===== src/rtl/swm_pkg.sv =====
// Shared types and constants of the sliding window median filter.
`default_nettype none

package swm_pkg;

    localparam int DATA_W         = 32;
    localparam int CFG_W          = 7;
    localparam int MAX_WINDOW_DEF = 64;

    localparam logic [CFG_W-1:0] WIN_RESET = 7'd3;

    typedef enum logic [3:0] {
        S_IDLE   = 4'b0001,
        S_REMOVE = 4'b0010,
        S_INSERT = 4'b0100,
        S_EMIT   = 4'b1000
    } t_state;

    // Commands broadcast from the sequencer to every cell of the row.
    typedef struct packed {
        logic                     shift;
        logic                     remove;
        logic                     insert;
        logic signed [DATA_W-1:0] sample;
        logic signed [DATA_W-1:0] oldest;
    } t_cell_ctrl;

endpackage

`default_nettype wire


===== src/rtl/swm_cell.sv =====
// One cell of the row: one tap of the arrival line and one slot of the sorted store.
`default_nettype none

module swm_cell #(
    parameter int IDX = 0,
    parameter int WW  = 7
) (
    input  wire                             i_clk,
    input  wire swm_pkg::t_cell_ctrl        i_ctrl,
    input  wire        [WW-1:0]             i_count,
    input  wire        [WW-1:0]             i_win,
    input  wire signed [swm_pkg::DATA_W-1:0] i_arr_left,
    input  wire signed [swm_pkg::DATA_W-1:0] i_val_left,
    input  wire signed [swm_pkg::DATA_W-1:0] i_val_right,
    input  wire                             i_gt_left,
    output logic signed [swm_pkg::DATA_W-1:0] o_arr,
    output logic signed [swm_pkg::DATA_W-1:0] o_val,
    output logic                            o_gt
);

    localparam logic [WW-1:0] MY_IDX = WW'(IDX);
    localparam logic [WW-1:0] MY_NXT = WW'(IDX + 1);

    logic signed [swm_pkg::DATA_W-1:0] r_arr;
    logic signed [swm_pkg::DATA_W-1:0] r_val;
    logic signed [swm_pkg::DATA_W-1:0] n_val;

    // True when this slot holds a valid entry larger than the new sample.
    assign o_gt  = (MY_IDX < i_count) && (r_val > i_ctrl.sample);
    assign o_arr = r_arr;
    assign o_val = r_val;

    always_comb begin
        n_val = r_val;
        if (i_ctrl.remove && (MY_NXT < i_win)) begin
            // Every slot at or beyond the first copy of the oldest value moves down one.
            if (r_val >= i_ctrl.oldest) begin
                n_val = i_val_right;
            end
        end else if (i_ctrl.insert && (MY_IDX <= i_count)) begin
            if (i_gt_left) begin
                n_val = i_val_left;
            end else if (o_gt || (MY_IDX == i_count)) begin
                n_val = i_ctrl.sample;
            end
        end
    end

    always_ff @(posedge i_clk) begin
        if (i_ctrl.shift) begin
            r_arr <= i_arr_left;
        end
        r_val <= n_val;
    end

endmodule

`default_nettype wire


===== config.mk =====
export PLATFORM = sky130hd
export DESIGN_NAME = swm_cell
export DESIGN_NICKNAME = d
export VERILOG_FILES = /design/src/rtl/swm_pkg.sv /design/src/rtl/swm_cell.sv
export SDC_FILE = /design/constraint.sdc
export NUM_CORES = 1
export LEC_CHECK = 0
export BUFFER_PORTS_ARGS = -buffer_cell sky130_fd_sc_hd__clkbuf_2
export CORE_ASPECT_RATIO = 1.2
export CORE_MARGIN = 2
export CORE_UTILIZATION = 27
export CTS_CLUSTER_SIZE = 14
export DETAILED_ROUTE_END_ITERATION = 6
export SYNTH_ARGS = -nofsm -noshare
export SYNTH_HDL_FRONTEND = slang
export SYNTH_SLANG_ARGS = --single-unit

===== constraint.sdc =====
create_clock -name i_clk -period 8.4 [get_ports i_clk]
set_input_delay 1.68 -clock i_clk [delete_from_list [all_inputs] [get_ports i_clk]]
set_output_delay 1.68 -clock i_clk [all_outputs]
set_load 0.1 [all_outputs]

# After elaboration in Yosys (flattened, before gate mapping)
# Index checks and enable logic that the tools add are counted.
[word_totals]
register_bits = 64
in_bits = 179
out_inout_bits = 65
wordCells = 21
[op_classes]
magnitude_cmp = 5
eq_ne = 1
muxes = 5
reduce_logical = 8
[op_table]
columns = ["cell", "count"]
rows = [
  ["2-to-1 mux 32 bit", 5],
  [">= comparator 32 bit", 1],
  ["> comparator 32 bit", 1],
  ["less-than comparator 1 x 7 -> 1 bit, first input constant", 2],
  ["less-or-equal comparator 1 x 7 -> 1 bit, first input constant", 1],
  ["zero test 7 bit", 1],
  ["logical AND 1 bit", 3],
  ["AND reduction 3 bit", 1],
  ["nonzero test 3 bit", 1],
  ["!= test 2 x 1 -> 1 bit, second input constant", 1],
  ["nonzero test 2 bit", 1],
  ["logical OR 1 bit", 1],
]

# Depth between registers and ports, before layout
[depth]
word_depth = 7
depth_mapped = 9
ltp_nobuf = 9

# Least setup slack after synthesis
# No wires, ideal clock.
[synth_timing]
path_type = "in2out"
startpoint = "in i_ctrl[46] (netlist name)"
endpoint = "out o_gt"
arrival_time_ps = 3677
required_ps = 6720
setup_slack_ps = 3043
cell_stages = 9
path_buffers = 0
cell_sequence = "inv_1 -> ha_1 -> a21oi_2 -> nand2_1 -> a221o_1 -> o311a_1 -> nor2_2 -> mux2i_1 -> inv_1"
[synth_between]
elab_chain_len = 2
[synth_rtl]
columns = ["element", "line", "text"]
rows = [
  ["start, declared", "swm_cell.sv:9", "input wire swm_pkg::t_cell_ctrl i_ctrl,"],
  ["> comparator 32 bit", "swm_cell.sv:29", "assign o_gt = (MY_IDX < i_count) && (r_val > i_ctrl.sample);"],
  ["logical AND 1 bit", "swm_cell.sv:29", ""],
  ["end, declared", "swm_cell.sv:18", "output logic o_gt"],
]
# Every way passes these cells.

# Worst setup path after layout
[layout_timing]
startpoint = "in i_ctrl[37] (netlist name)"
endpoint = "out o_gt"
# Same word-level chain as after synthesis.

==> metrics.csv <==
metric;value;unit
outcome;complete, no violations;
fin. max-slew vios;0;
Synth Area in Compound Gates;12.0;%
yosys warns;0;
vias in the first global route;3758;
Post-layout nets;901;
Vias;3806;
cts repair resizes;0;
Final Hold Fails;0;
initial antenna violation count;0;
Final setup viols;0;
min-delay worst type;flip-flop to flip-flop;
Sum Neg Setup Slack;0;ns
Syn Nets;656;
mux cell area share after synthesis;7.74;%
crit path DAT;4.14;ns
CP required;6.72;ns
postcts setup bufs;0;
Setup Crit Path Kind;input pin to output pin;
H-Tree Depth;3;
cts hold-fix bufs;0;
worst-margin pin slew;0.750;ns
total gr overflow;0;
Syn Std Cell Area;0.00427;sq mm
Top-Level Pins;244;
Global Route Usage Sum;14.6;%
Clock Sinks;64;
Sequential Power Share;32.3;%
diode count;0;
die area;0.0168;sq mm
commonest non-fill, non-tap cell in the layout;clkbuf_2;
Rel. slew slack;50.0;%
Initial Util;27.5;%
Tcrit/Tclk final;69.2;%
Die W;119;um
layout cell share with drive strength beyond 1;40.0;%
Combinational Power Share;39.6;%
fmax;0.172;GHz
Net Switching;0.000570;W
clock share of power;28.1;%
most frequent cells in the layout;242 x clkbuf_2, 70 x inv_1, 64 x ha_1, 64 x edfxtp_1, 59 x a21oi_1;
CTS max path bufs;2;
post-detail-place hpwl;10300;um
CP Max Fanout;2;
Reg clk slew, reported paths;0.06;ns
final design utilization;38.8;%
CP max-delay cell;o311a_1;
Worst Setup Start Kind;input pin;
power density over the cells;220;mW/mm^2
input/output buffers;242;
largest family of logic cells by synthesized area;adder cells;
Mapped Cells;413;
CP Capture Type;output pin;
Net Sw Frac;43.0;%
core area;0.0155;sq mm
Post-Synth XOR/XNOR Area;0;%
post-synthesis simple-gate area fraction;8.97;%
CP cell instances;clkbuf_2 -> inv_1 -> ha_1 -> a21oi_1 -> o21ai_0 -> a221o_1 -> o311a_1 -> nor2_2 -> mux2i_1 -> inv_1 -> clkbuf_2;
wire per inst;14.1;um
Tmin final;5.82;ns
area growth from synthesis to layout;41.1;%
total CTS buffers;9;
post-DR vias/cell;4.37;
Final GP Congestion;0.772;
number of fill cells;1636;
Antenna Violating Nets Remaining;0;
RSZ-0062 raised after global routing;false;
highest ir drop seen on vdd;0.105;mV
CTS tree;done;
Rows;50;
largest net degree at the start of global routing;66;
Worst Skew;0.00835;ns
Int Power;0.000753;W
drt pass-1 iters;4;
Max stage delay on crit path;0.39;ns
flops & latches, synth;64;
first-pass GRT wire length;18900;um
post-synthesis cell type count;34;
MaxCap Viol Count;0;
Clock Latency Late Sink;0.33;ns
post-synthesis average cell area;10.3;sq um
number of remaining DRC errors;0;
Post-Synth Adder-Cell Area;18.8;%
Pleak;3.15;nW
routed wire length;12300;um
Initial DRC Count;112;
sequential area share after synthesis;45.0;%
CTS root buffer;clkbuf_16;
Die H;142;um
-- worst paths after layout --
kind,startpoint,endpoint,slack (ns),cells after the start
worst min-delay path,o_val[31],o_val[28],1.26,4
worst max register to register,o_val[14],o_val[3],5.03,9
worst min register to register,o_val[31],o_val[28],1.26,4
worst max-delay path,i_ctrl[37],o_gt,2.58,11
-- critical path: cells and delay by family --
family,cells,cell delay [ns]
mux,1,0.36
buf+inv,4,0.60
simple gates,1,0.10
fa+ha+maj,1,0.30
compound gates,4,1.08
-- state kept, by name (all words and copies together), names as in the netlist --
name,cells
o_val,32
o_arr,32
-- metrics by stage --
step	total power, W	std cells	setup WS [ns]	cell area, sq um	hold WS [ns]
2_1_floorplan	0.000832	413	3.04	4270	1.78
3_3_place_gp	0.000960	855	2.58	5730	1.26
3_5_place_dp	0.000964	855	2.52	5730	1.25
4_1_cts	0.00134	871	2.51	6020	1.27
5_1_grt	0.00140	871	2.34	6020	1.36
6_report	0.00132	871	2.58	6020	1.26
-- area by class of cell --
type,instances,area (sq um),area share [%]
multi-input combinational,268,2050,34.0
inverter,70,263,4.36
clock inverter,7,71.3,1.18
timing repair buffer,245,1230,20.5
sequential,64,1920,31.9
clock buffer,9,225,3.74
tap,208,260,4.32
-- Yosys cell counts --
library cell,instances,area share (%)
nor2_1,36,3.2
nand4_1,11,1.6
nor3_1,2,0.23
nand3_1,4,0.47
inv_1,70,6.2
a21o_1,5,0.88
mux2i_1,33,7.7
a211oi_2,1,0.29
a21oi_1,59,6.9
a21oi_2,1,0.21
nor2_2,1,0.15
a221o_1,1,0.23
edfxtp_1,64,45
a211oi_1,1,0.18
nor2b_1,3,0.44
o41ai_1,1,0.21
a21boi_0,1,0.18
a41o_1,1,0.23
nand2_1,16,1.4
ha_1,64,19
nor4_1,5,0.73
o21a_1,1,0.18
a31oi_1,2,0.29
o31ai_1,1,0.18
o21ai_0,9,1.1
buf_2,4,0.47
or4_1,2,0.35
clkbuf_1,4,0.35
and4_1,2,0.41
o211ai_1,2,0.35
o31a_1,1,0.21
o311a_1,1,0.23
a21boi_1,1,0.18
buf_4,3,0.53
-- routing by layer --
metal  global-route usage (%)  up-vias  part of all wire, %
li1                         -     1972                    -
met1                     16.5     1674                   40
met2                     26.3      152                   51
met3                     4.54        8                  8.2
met4                     4.07        0                  1.0
met5                        0        -                    0
-- power groups by stage --
stage | logic (W) | clock network (W) | registers [W]
2_1_floorplan | 0.000146 | 0 | 0.000686
3_3_place_gp | 0.000526 | 0 | 0.000434
3_5_place_dp | 0.000529 | 0 | 0.000435
4_1_cts | 0.000530 | 0.000386 | 0.000429
5_1_grt | 0.000568 | 0.000396 | 0.000432
6_report | 0.000524 | 0.000371 | 0.000427
-- kinds of logic (layout without fill, tap and decap cells) --
logic type      Yosys count  after routing
buf+inv                  81            331
simple gates             82             82
mux                      33             33
compound gates           89             89
flops                    64             64
fa+ha+maj                64             64
Power figures use the tool's default switching activity.
